$ cat src/rtl/smpu_pkg.sv
// ----------------------------------------------------------------------------
// smpu_pkg
// Shared types and constants of the stack machine primitive unit.
// ----------------------------------------------------------------------------
package smpu_pkg;

    localparam logic [2:0] ERR_OK      = 3'd0;
    localparam logic [2:0] ERR_UNDER   = 3'd1;
    localparam logic [2:0] ERR_COLLIDE = 3'd2;
    localparam logic [2:0] ERR_DIV0    = 3'd3;
    localparam logic [2:0] ERR_ADDR    = 3'd4;

    localparam logic [4:0] OP_DROP  = 5'd0;
    localparam logic [4:0] OP_DUP   = 5'd1;
    localparam logic [4:0] OP_SWAP  = 5'd2;
    localparam logic [4:0] OP_TOR   = 5'd3;
    localparam logic [4:0] OP_RFROM = 5'd4;
    localparam logic [4:0] OP_ADD   = 5'd5;
    localparam logic [4:0] OP_SUB   = 5'd6;
    localparam logic [4:0] OP_MUL   = 5'd7;
    localparam logic [4:0] OP_DIV   = 5'd8;
    localparam logic [4:0] OP_MOD   = 5'd9;
    localparam logic [4:0] OP_AND   = 5'd10;
    localparam logic [4:0] OP_OR    = 5'd11;
    localparam logic [4:0] OP_XOR   = 5'd12;
    localparam logic [4:0] OP_EQ    = 5'd13;
    localparam logic [4:0] OP_LT    = 5'd14;
    localparam logic [4:0] OP_GT    = 5'd15;
    localparam logic [4:0] OP_LE    = 5'd16;
    localparam logic [4:0] OP_GE    = 5'd17;
    localparam logic [4:0] OP_NE    = 5'd18;
    localparam logic [4:0] OP_NOT   = 5'd19;
    localparam logic [4:0] OP_FETCH = 5'd20;
    localparam logic [4:0] OP_STORE = 5'd21;
    localparam logic [4:0] OP_CFET  = 5'd22;
    localparam logic [4:0] OP_CSTO  = 5'd23;
    localparam logic [4:0] OP_PRINT = 5'd24;
    localparam logic [4:0] OP_LOOP  = 5'd25;
    localparam logic [4:0] OP_RDROP = 5'd26;
    localparam logic [4:0] OP_IDX   = 5'd27;
    localparam logic [4:0] OP_TWOR  = 5'd28;

    typedef enum logic [3:0] {
        ST_CLEAR,
        ST_IDLE,
        ST_RD0,
        ST_RD1,
        ST_EXEC,
        ST_DIV,
        ST_MEM0,
        ST_MEM1,
        ST_WR,
        ST_WR2,
        ST_TOP,
        ST_OUT
    } t_state;

    typedef struct packed {
        logic        start;
        logic        is_mod;
        logic [15:0] a;
        logic [15:0] b;
    } t_div_req;

endpackage

$ cat src/rtl/smpu_divider.sv
// ----------------------------------------------------------------------------
// smpu_divider
// Signed 16-bit restoring divider, one quotient bit per cycle.
// ----------------------------------------------------------------------------
module smpu_divider (
    input  logic              i_clk,
    input  logic              i_rst_n,
    input  smpu_pkg::t_div_req i_req,
    output logic              o_done,
    output logic [15:0]       o_result
);
    logic [15:0] r_quo, n_quo;
    logic [16:0] r_rem, n_rem;
    logic [15:0] r_div;
    logic [4:0]  r_cnt;
    logic        r_busy, r_done, r_qneg, r_rneg, r_mod;
    logic [16:0] w_trial;
    logic [15:0] w_abs_a, w_abs_b;

    assign w_abs_a = i_req.a[15] ? 16'(-i_req.a) : i_req.a;
    assign w_abs_b = i_req.b[15] ? 16'(-i_req.b) : i_req.b;
    assign w_trial = {r_rem[15:0], r_quo[15]} - {1'b0, r_div};

    always_comb begin
        n_rem = {r_rem[15:0], r_quo[15]};
        n_quo = {r_quo[14:0], 1'b0};
        if (!w_trial[16]) begin
            n_rem    = w_trial;
            n_quo[0] = 1'b1;
        end
    end

    always_ff @(posedge i_clk) begin
        if (!i_rst_n) begin
            r_busy <= 1'b0;
            r_done <= 1'b0;
            r_cnt  <= '0;
        end else begin
            r_done <= 1'b0;
            if (i_req.start) begin
                r_busy <= 1'b1;
                r_cnt  <= 5'd16;
            end else if (r_busy) begin
                r_cnt <= r_cnt - 5'd1;
                if (r_cnt == 5'd1) begin
                    r_busy <= 1'b0;
                    r_done <= 1'b1;
                end
            end
        end
    end

    always_ff @(posedge i_clk) begin
        if (i_req.start) begin
            r_quo  <= w_abs_a;
            r_rem  <= '0;
            r_div  <= w_abs_b;
            r_qneg <= i_req.a[15] ^ i_req.b[15];
            r_rneg <= i_req.a[15];
            r_mod  <= i_req.is_mod;
        end else if (r_busy) begin
            r_quo <= n_quo;
            r_rem <= n_rem;
        end
    end

    assign o_done   = r_done;
    assign o_result = r_mod ? (r_rneg ? 16'(-r_rem[15:0]) : r_rem[15:0])
                            : (r_qneg ? 16'(-r_quo) : r_quo);
endmodule
$ cat config.mk
export PLATFORM = sky130hd
export DESIGN_NAME = smpu_divider
export DESIGN_NICKNAME = d
export VERILOG_FILES = /design/src/rtl/smpu_pkg.sv /design/src/rtl/smpu_divider.sv
export SDC_FILE = /design/constraint.sdc
export NUM_CORES = 1
export LEC_CHECK = 0
export BUFFER_PORTS_ARGS = -buffer_cell sky130_fd_sc_hd__buf_2
export CORE_MARGIN = 8
export CORE_UTILIZATION = 47
export CTS_CLUSTER_SIZE = 14
export DETAILED_ROUTE_END_ITERATION = 8
export GPL_TIMING_DRIVEN = 1
export PLACE_DENSITY = 0.69
export SYNTH_ARGS = -nofsm -noshare
export SYNTH_HDL_FRONTEND = slang
export SYNTH_SLANG_ARGS = --single-unit
$ cat constraint.sdc
create_clock -name i_clk -period 2.9 [get_ports i_clk]
set_clock_uncertainty 0.15 [all_clocks]
set_input_delay 0.725 -clock i_clk [delete_from_list [all_inputs] [get_ports i_clk]]
set_output_delay 0.725 -clock i_clk [all_outputs]
set_load 0.05 [all_outputs]
# Word level (Yosys, flattened, before mapping)
# Index checks and enable logic that the tools add are counted.
[word_totals] register_bits=58 latch_bits=0 ram_bits=0 rom_bits=0 in_bits=36 out_inout_bits=17 word_cells=39 n_memories=0
[classes] n_addsub=6 n_mul=0 n_div=0 magnitude_cmp=0 eq_ne=1 shifts=0 mux=15 n_bitwise=3 reduce_logical=3
[op_table] cell="two-way mux 16 bit" n=7
[op_table] cell="negation 16 bit" n=4
[op_table] cell="subtractor 17 x 16 -> 17 bit" n=1
[op_table] cell="two-way mux 15 bit" n=1
[op_table] cell="two-way mux 5 bit" n=2
[op_table] cell="equality test 5 x 1 -> 1 bit (second input constant)" n=1
[op_table] cell="two-way mux 1 bit" n=5
[op_table] cell="subtractor 5 x 1 -> 5 bit (second input constant)" n=1
[op_table] cell="OR reduction 3 bit" n=1
[op_table] cell="inverter 1 bit" n=2
[op_table] cell="nonzero test 2 bit" n=1
[op_table] cell="OR reduction 2 bit" n=1
[op_table] cell="bitwise XOR 1 bit" n=1

# Longest topological paths before layout
# Gate-level depths: netlist of run 1.
[depth] word_depth=4 ltp_mapped=11 mapped_depth_nobuf=10

# Worst setup path before layout of run 1
# No wires, ideal clock.
[synth_timing] kind="register to output" from="reg r_quo[5]" to="out o_result[13]" arrival_time_ps=2340 required_ps=2025 slack_ps=-315 path_stages_with_launch=7 n_path_buf=0 path_cell_list="edfxtp_1 nor4_1 nand3_1 o41ai_1 xnor2_1 nor2_1 a21oi_1"
[synth_between] elab_chain_cells=3
[synth_rtl] item="start: declaration" line="smpu_divider.sv:12" rtl="logic [15:0] r_quo, n_quo;"
[synth_rtl] item="start signal: assignment" line="smpu_divider.sv:55" rtl="r_quo <= w_abs_a;"
[synth_rtl] item="start signal: assignment" line="smpu_divider.sv:62" rtl="r_quo <= n_quo;"
[synth_rtl] item="negation 16 bit" line="smpu_divider.sv:69" rtl=": (r_qneg ? 16'(-r_quo) : r_quo);"
[synth_rtl] item="two-way mux 16 bit" line="smpu_divider.sv:69"
[synth_rtl] item="two-way mux 16 bit" line="smpu_divider.sv:68" rtl="assign o_result = r_mod ? (r_rneg ? 16'(-r_rem[15:0]) : r_rem[15:0])"
[synth_rtl] item="end: declaration" line="smpu_divider.sv:10" rtl="output logic [15:0] o_result"
# Every way passes these cells.

# Final worst setup path of run 1
[layout_timing] from="reg r_quo[1]" to="out o_result[9]"
# The elaborated chain is that of the path after synthesis.

==> results of run 1 <==
## repair_timing
item | CTS | global route
setup endpoints to repair | 12 | 28
setup buffers | 3 | 6
resized for setup | 42 | 25
cloned | 0 | 0
pin swaps | 5 | 1
## cells in the mapped netlist, drive strengths merged, types with 2 or more instances
master / n / share of area, %
clkbuf: 18 / 1.6
a311oi: 10 / 2.0
o21ai: 45 / 5.2
or3: 5 / 0.82
xnor2: 40 / 7.9
o211ai: 2 / 0.34
nor2b: 5 / 0.70
or2: 2 / 0.28
xor2: 32 / 6.3
a21oi: 41 / 4.9
a211oi: 8 / 1.4
nor3: 10 / 1.2
mux2i: 5 / 1.1
o31ai: 17 / 3.2
dfxtp: 23 / 10
nand3b: 4 / 0.68
nor2: 56 / 4.9
or4: 3 / 0.51
ha: 22 / 6.2
a21o: 3 / 0.51
edfxtp: 35 / 24
buf: 3 / 0.45
a31o: 2 / 0.39
nor4: 6 / 0.85
a21boi: 2 / 0.34
nand3: 13 / 1.5
o41ai: 5 / 0.99
inv: 29 / 2.5
nand2: 64 / 5.4
nand2b: 9 / 1.3
nand4: 2 / 0.28
## power by group
part	internal [mW]	switching, mW	total [mW]	leakage (nW)
clock	0.432	0.324	0.756	0.105
sequential	0.966	0.0742	1.04	0.534
combinational	0.469	0.692	1.16	1.58
## tightest hold or removal path, delay by kind of cell, from the launching register on
kind / cells / cell delay [ns]
AO/OA/AOI/OAI: 1 / 0.05
flip-flops: 1 / 0.33
AND/OR/NAND/NOR: 1 / 0.08
## flip-flops by register name (all words and copies together), names as in the netlist
| signal | flops |
|---|---|
| r_mod | 1 |
| r_quo | 16 |
| r_cnt | 5 |
| o_done | 1 |
| r_busy | 1 |
| r_rneg | 1 |
| r_qneg | 1 |
| r_rem | 16 |
| r_div | 16 |
## metrics by stage
step | setup slack, ns | std cells | util, %
finish | -0.162 | 729 | 60.0
global route | -0.254 | 729 | 60.0
floorplan | -0.0117 | 533 | -
global placement | 0.0284 | 704 | 54.4
CTS | -0.150 | 723 | 58.4
detailed placement | -0.00583 | 704 | 54.4
## cell families after synthesis
family | share of synthesized area (%)
xor gates and xnor gates | 14.2
buffers and inverters | 4.57
and+or+nand+nor | 19.1
AOI/OAI and AO/OA | 20.2
DFF | 34.1
muxes | 1.13
adders and majority gates | 6.65
## worst paths after layout
check	end	slack, ns	cells after the start
worst max-delay path	o_result[9]	-0.16	8
worst max register to register	r_rem[14]	0.20	10
worst min register to register	r_cnt[1]	0.36	2
worst min-delay path	r_cnt[1]	0.36	2
## layer usage
| layer | vias to the layer above | GRT usage [%] | wire [µm] |
|---|---|---|---|
| met1 | 1957 | 20.6 | 4870 |
| met4 | 0 | 5.60 | 132 |
| met5 | - | 0 | 0 |
| met2 | 82 | 29.8 | 5770 |
| li1 | 2065 | - | - |
| met3 | 10 | 3.19 | 472 |
## cell type report
cell class | count | area (µm²)
tap | 111 | 139
clock inverter | 1 | 5.00
multi-input combinational | 424 | 2920
inverter | 30 | 113
clock buffer | 15 | 198
sequential | 58 | 1510
timing repair buffer | 90 | 636
fill | 806 | 3670
==> impl_metrics.json, run 1 <==
{
  "portBuffers": 52,
  "syn-instance-count": 533,
  "grt_pass1_wl_um": 18000,
  "synthFlopType": "edfxtp_1",
  "core_area_um2": 9200,
  "period_needed_ns": 3.06,
  "yosysUniqueCellTypes": 53,
  "drt-pass1-iter-count": 5,
  "drc": 0,
  "path_class": "reg2out",
  "worstPathCellList": "nor3_2 -> buf_4 -> nand2_1 -> o31ai_1 -> xnor2_1 -> nor2_1 -> a21oi_2 -> buf_4",
  "period_share_pct": 106,
  "tns_ns": -0.645,
  "cts_buffers": 9,
  "critPathRequiredTime_ns": 2.03,
  "avgSynthCellArea_um2": 8.33,
  "dp_hpwl_um": 8310,
  "yosysWarnings": 0,
  "grt_overflow": 0,
  "relSlewSlack_pct": 44.7,
  "hold_viol": 0,
  "startpoint": "r_quo[1]",
  "clk_latency_ns": 0.34,
  "final_cell_area_um2": 5520,
  "start_kind": "flip-flop",
  "slowest_delay_ns": 0.43,
  "peakVddDrop_uv": 376,
  "wl_per_cell_um": 15.4,
  "rsz0062_at_grt": "yes",
  "p_leak_nw": 2.22,
  "dieWidth_um": 113,
  "htree_levels": 3,
  "clock_sinks": 58,
  "io_pins": 53,
  "regToRegStartpoint": "r_quo[15]",
  "cts_root_buf": "clkbuf_8",
  "arrival_ns": 2.19,
  "wirelength_um": 11200,
  "layout_commonest_cell": "nand2_1",
  "die_area_um2": 12800,
  "rows": 35,
  "maxCapViolCount": 0,
  "ctsHoldBuffers": 0,
  "dpl_cell_area_um2": 5000,
  "antenna_found_initial": 0,
  "layout_common_cells": "nand2_1, nor2_1, buf_4",
  "power.density_nw_per_um2": 536,
  "vias_per_cell": 5.64,
  "cp-end-kind": "primary output",
  "synth_edf_count": 35,
  "cp_num_buf_inv": 2,
  "power_mw": 2.96,
  "ant_nets": 0,
  "worst_path_max_delay_cell": "edfxtp_1",
  "status": "finished, violations left",
  "synth_nets": 592,
  "die_y_um": 113,
  "worst_pin_slew_ns": 0.830,
  "synthesis.area_um2": 4440,
  "grt_pass1_vias": 3907,
  "antenna_cells": 0,
  "yosysSeqAreaShare_pct": 34.1,
  "setup_viol": 8,
  "drtIter0Drc": 287,
  "fin_ws_ns": -0.162,
  "cp_max_fo": 3,
  "drive_gt1_share_pct": 24.8,
  "clk_pin_slew_worst_paths_ns": 0.08,
  "syn2layout_area_growth_pct": 24.4,
  "grt_use_total_pct": 17.1,
  "min-delay-start": "r_cnt[1]",
  "async_flop_share_pct": 0,
  "fin_hold_ws_ns": 0.357,
  "fmax_ghz": 0.327,
  "grt_max_degree": 56,
  "min_path_type": "reg2reg",
  "gp_congestion": 0.850,
  "num_vias": 4114,
  "violations": "negative setup slack",
  "clockBufferDepth": 2,
  "drv_slew": 0,
  "critical_path.top_delay_family": "simple AND/OR/NAND/NOR gates",
  "cts_tree": "built",
  "nNetsFinal": 672,
  "cp_common_cell": "buf_4",
  "initial_core_util_pct": 48.3,
  "synth_seq_cells": 58
}
Note: power is estimated with default switching activity, not from simulation.
==> run 2, diff against run 1 <==
GPL_TIMING_DRIVEN = 0   (was 1)
==> impl_metrics.json, run 2 (synthesis results as in run 1) <==
{
  "status": "finished, violations left",
  "violations": "negative setup slack",
  "drt-pass1-iter-count": 5,
  "arrival_ns": 2.23,
  "cp-end-kind": "primary output",
  "grt_pass1_vias": 3976,
  "clk_pin_slew_worst_paths_ns": 0.07,
  "wirelength_um": 11800,
  "swShare_pct": 39.3,
  "grt_overflow": 0,
  "syn2layout_area_growth_pct": 23.8,
  "reg.largest.list": "r_div: 16 flops, r_quo: 16 flops, r_rem: 16 flops",
  "grt_use_total_pct": 18.0,
  "initial_core_util_pct": 48.3,
  "cp_max_fo": 4,
  "peakVddDrop_uv": 265,
  "ant_nets": 0,
  "maxCapViolCount": 0,
  "path_class": "reg2out",
  "clk_latency_ns": 0.34,
  "dp_hpwl_um": 8720,
  "drc": 0,
  "period_needed_ns": 3.10,
  "dieWidth_um": 113,
  "layout_common_cells": "nand2_1, nor2_1, buf_2",
  "power.density_nw_per_um2": 520,
  "fmax_ghz": 0.322,
  "antenna_found_initial": 0,
  "fin_ws_ns": -0.204,
  "period_share_pct": 107,
  "dp_slack_ns": -0.269,
  "layout_commonest_cell": "nand2_1",
  "cts_tree": "built",
  "min_path_type": "reg2reg",
  "rows": 35,
  "relSlewSlack_pct": 49.5,
  "drtIter0Drc": 344,
  "core_area_um2": 9200,
  "fin_hold_ws_ns": 0.346,
  "gp_congestion": 0.861,
  "worst_pin_slew_ns": 0.755,
  "vias_per_cell": 5.70,
  "io_pins": 53,
  "fillers": 834,
  "die_y_um": 113,
  "combPwrFrac_pct": 41.0,
  "clkPwrFrac_pct": 22.2,
  "p_leak_nw": 2.17,
  "switchingPower_mw": 1.12,
  "portBuffers": 52,
  "power_frac_seq_pct": 36.8,
  "grt_pass1_wl_um": 18800,
  "die_area_um2": 12800,
  "setup_viol": 7,
  "grt_max_degree": 21,
  "clockBufferDepth": 2,
  "cts_root_buf": "clkbuf_8",
  "drive_gt1_share_pct": 24.1,
  "nNetsFinal": 677,
  "start_kind": "flip-flop",
  "critPathRequiredTime_ns": 2.03,
  "internal-power_mw": 1.73,
  "wl_per_cell_um": 16.1,
  "antenna_cells": 0,
  "fin_util_pct": 59.7,
  "clock_sinks": 58,
  "drv_slew": 0,
  "rsz0062_at_grt": "yes",
  "num_vias": 4184,
  "hold_viol": 0,
  "htree_levels": 3,
  "cts_buffers": 9
}
[run 2: worst max-delay path, cell delays in order (launching register included)]
cell and delay, ns:
edfxtp_1 0.42, buf_4 0.16, nor3_4 0.27, nand3_2 0.21, buf_4 0.19, o21ai_2 0.13
xnor2_1 0.13, nor2_1 0.06, a21oi_2 0.15, buf_6 0.18
[run 2: final timing paths]
check                 endpoint  cells past startpoint  slack, ns      start
setup / recovery  o_result[11]                      9      -0.20   r_quo[1]
hold / removal        r_cnt[1]                      2       0.35   r_cnt[1]
setup reg to reg     r_rem[13]                     11       0.20  r_quo[15]
hold reg to reg       r_cnt[1]                      2       0.35   r_cnt[1]
[run 2: what timing repair did]
action                                  CTS  global route
pin swaps                                11            11
endpoints found under the setup margin   18            30
hold buffers                              0             0
setup buffers                            12            10
endpoints found under the hold margin     0             0
resized for setup                        52            34
[run 2: routing by layer]
layer / vias to the layer above / GRT usage, % / wire length (µm)
li1: 2072 / - / -
met1: 1986 / 23.4 / 5350
met2: 113 / 30.1 / 5820
met3: 13 / 2.18 / 541
met4: 0 / 6.13 / 136
met5: - / 0 / 0
[run 2: power by group through the flow]
stage	logic, mW	registers (mW)	clock network, mW
after global routing	1.27	1.06	0.673
after floorplan	0.757	1.04	0
after global placement	0.964	1.06	0
after CTS	1.10	1.05	0.637
final	1.17	1.05	0.633
after detailed placement	0.981	1.07	0
[run 2: layout make-up]
type                            instances  area (µm²)  share of cell area, %
Clock inverter                          4        18.8                  0.342
Buffer                                 21        95.1                   1.73
Multi-Input combinational cell        424        2970                   54.0
Sequential cell                        58        1520                   27.7
Clock buffer                           12         135                   2.46
Timing Repair Buffer                   74         502                   9.13
Inverter                               30         113                   2.05
Tap cell                              111         139                   2.53
[run 2: stage by stage]
stage | area (µm²) | instances | total power, mW | TNS [ns]
floorplan | 4460 | 533 | 1.80 | -0.0117
global placement | 4860 | 696 | 2.03 | -0.560
detailed placement | 4860 | 696 | 2.05 | -1.76
CTS | 5310 | 724 | 2.79 | -0.742
global route | 5490 | 734 | 3.00 | -1.89
finish | 5490 | 734 | 2.85 | -1.01
==> run 3, diff against run 2 <==
ABC_AREA = 1   (was unset)
PLACE_DENSITY = 0.68   (was 0.69)
==> impl_metrics.json, run 3 <==
{
  "drt-pass1-iter-count": 5,
  "critPathRequiredTime_ns": 2.03,
  "clk_pin_slew_worst_paths_ns": 0.07,
  "fmax_ghz": 0.343,
  "min-delay-start": "r_rem[4]",
  "cp_max_fo": 4,
  "synth_nets": 816,
  "core_area_um2": 10200,
  "setup_viol": 1,
  "r2r_slack_ns": 0.26,
  "hold_viol": 0,
  "post-synth-top-count-cell": "nand2_1",
  "yosys.area.top_type": "edfxtp_1",
  "dp_hpwl_um": 10100,
  "regToRegStartpoint": "r_quo[15]",
  "ctsHoldBuffers": 0,
  "drv_slew": 0,
  "cp.depth": 11,
  "nNetsFinal": 896,
  "worst_pin_slew_ns": 0.668,
  "num_vias": 5046,
  "status": "finished, violations left",
  "grt_pass1_wl_um": 21700,
  "dieWidth_um": 118,
  "relSlewSlack_pct": 55.4,
  "maxCapViolCount": 0,
  "power.density_nw_per_um2": 412,
  "min_path_type": "reg2reg",
  "htree_levels": 3,
  "tns_ns": -0.0143,
  "dp_cells": 945,
  "wirelength_um": 12900,
  "p_leak_nw": 3.01,
  "start_kind": "flip-flop",
  "slowest_delay_ns": 0.34,
  "portBuffers": 52,
  "final-instance-count-excl-fill": 978,
  "cts_tree": "built",
  "layout_common_cells": "nand2_1, inv_1, nand3_1",
  "avgSynthCellArea_um2": 6.43,
  "die_y_um": 118,
  "synth_seq_cells": 58,
  "reg.largest.list": "r_div: 16 flops, r_quo: 16 flops, r_rem: 16 flops",
  "cts_buffers": 9,
  "antenna_found_initial": 0,
  "wl_per_cell_um": 13.2,
  "fin_util_pct": 56.9,
  "synth_top_area_share_pct": 21.6,
  "synthFlopType": "edfxtp_1",
  "period_share_pct": 100,
  "multi_input_area_um2": 2910,
  "io_pins": 53,
  "synthesis.area_um2": 4870,
  "whs_path_depth": 2,
  "grt_max_degree": 21,
  "period_needed_ns": 2.91,
  "gp_congestion": 0.882,
  "final-seq-area_um2": 1520,
  "path_class": "reg2out",
  "clk_latency_ns": 0.35,
  "grt_use_total_pct": 18.6,
  "yosysSeqAreaShare_pct": 31.1,
  "cp-end-kind": "primary output",
  "yosysUniqueCellTypes": 37,
  "reg2reg_to": "r_quo[0]",
  "worstPathCellList": "inv_2 -> ha_4 -> inv_4 -> nor3_4 -> nand3_2 -> nor3_4 -> nand2_1 -> nand3_1 -> nand2_1 -> o21ai_2 -> buf_6",
  "antenna_cells": 0,
  "cp_num_buf_inv": 3,
  "synth_edf_count": 35,
  "fillers": 1008,
  "synth_commonest_cells": "nand2_1, inv_1, nand3_1",
  "dp_slack_ns": -0.182,
  "worst_path_max_delay_cell": "dfxtp_2",
  "power_mw": 2.39,
  "cts_root_buf": "clkbuf_8",
  "clock_sinks": 58,
  "yosysWarnings": 0,
  "syn2layout_area_growth_pct": 19.0,
  "peakVddDrop_uv": 272,
  "async_flop_share_pct": 0,
  "ant_nets": 0,
  "drc": 0,
  "syn-instance-count": 757,
  "hold-path-endpoint": "r_rem[4]",
  "drive_gt1_share_pct": 16.5,
  "violations": "negative setup slack",
  "critical_path.top_delay_family": "simple AND/OR/NAND/NOR gates",
  "vias_per_cell": 5.16,
  "grt_pass1_vias": 4866,
  "rows": 37,
  "rr_worst_depth": 14,
  "yosys-top-cells-area": "edfxtp_1, nand2_1, inv_1, dfxtp_1, nand3_1",
  "fin_ws_ns": -0.0143,
  "rsz0062_at_grt": "yes",
  "grt_overflow": 0,
  "drtIter0Drc": 250,
  "die_area_um2": 13900,
  "initial_core_util_pct": 47.8,
  "clockBufferDepth": 2,
  "arrival_ns": 2.04,
  "layout_commonest_cell": "nand2_1"
}
[run 3: cell count changes after synthesis, sizes merged, moves of 11 or more]
cell   previous run  this run
a21oi            41        30
inv              29       129
nand2            64       236
nand3            13        70
nor3             10        23
o31ai            17         2
xnor2            40        13
xor2             32        17
[run 3: how the worst max path moves through the flow]
| stage | start | end | slack, ns |
|---|---|---|---|
| after detailed placement | i_req[33] | r_quo[13] | -0.18 |
| final | r_rem[1] | o_result[10] | -0.01 |
| after global routing | r_quo[1] | o_result[12] | -0.16 |
| after floorplan | r_rem[0] | o_result[10] | -0.08 |
| after CTS | r_rem[0] | o_result[10] | -0.13 |
| after global placement | i_req[33] | r_quo[12] | -0.09 |
[run 3: final cells by class]
cell class,instances,share of cell area (%)
Sequential cell,58,26.2
Tap cell,136,2.94
Clock inverter,5,0.518
Buffer,17,1.49
Clock buffer,11,2.44
Inverter,131,8.57
Timing Repair Buffer,70,7.62
Multi-Input combinational cell,550,50.2
[run 3: kinds of logic after synthesis]
logic type      after synthesis  share of synthesized area (%)
compound gates               93                           10.2
xor+xnor                     30                           5.40
fa+ha+maj                    23                           6.07
buf+inv                     149                           11.9
flops                        58                           31.1
simple gates                404                           35.4
[run 3: worst register-to-register path: stages (launching register included)]
cell      delay, ns
edfxtp_1       0.36
inv_1          0.12
ha_1           0.26
fa_1           0.40
inv_1          0.07
nand2_1        0.04
nand2_1        0.13
nand3_1        0.10
nand2_2        0.11
nand2_2        0.07
nand2_1        0.07
nand2_1        0.09
nand2_4        0.14
buf_6          0.17
o21ai_0        0.08
[run 3: metrics by stage]
stage,area (µm²),hold slack (ns)
floorplan,4870,0.299
global placement,5310,0.323
detailed placement,5310,0.327
CTS,5620,0.338
global route,5790,0.368
finish,5790,0.336
[run 3: repair_timing]
item,CTS,global route
buffers inserted,6,12
gates resized for setup,33,29
endpoints found under the setup margin,16,16
pin swaps,9,9
[run 3: report_power, final]
group / switching (mW) / internal, mW / total [mW]
Clock: 0.345 / 0.329 / 0.674
Combinational: 0.489 / 0.247 / 0.737
Sequential: 0.0294 / 0.947 / 0.977
Total: 0.864 / 1.52 / 2.39
[run 3: layer usage]
| metal | vias up | global-route usage (%) | part of all wire [%] |
|---|---|---|---|
| met5 | - | 0 | 0 |
| met3 | 16 | 2.78 | 4.4 |
| met4 | 0 | 5.92 | 1.8 |
| met2 | 104 | 31.3 | 47 |
| li1 | 2598 | - | - |
| met1 | 2328 | 23.8 | 47 |
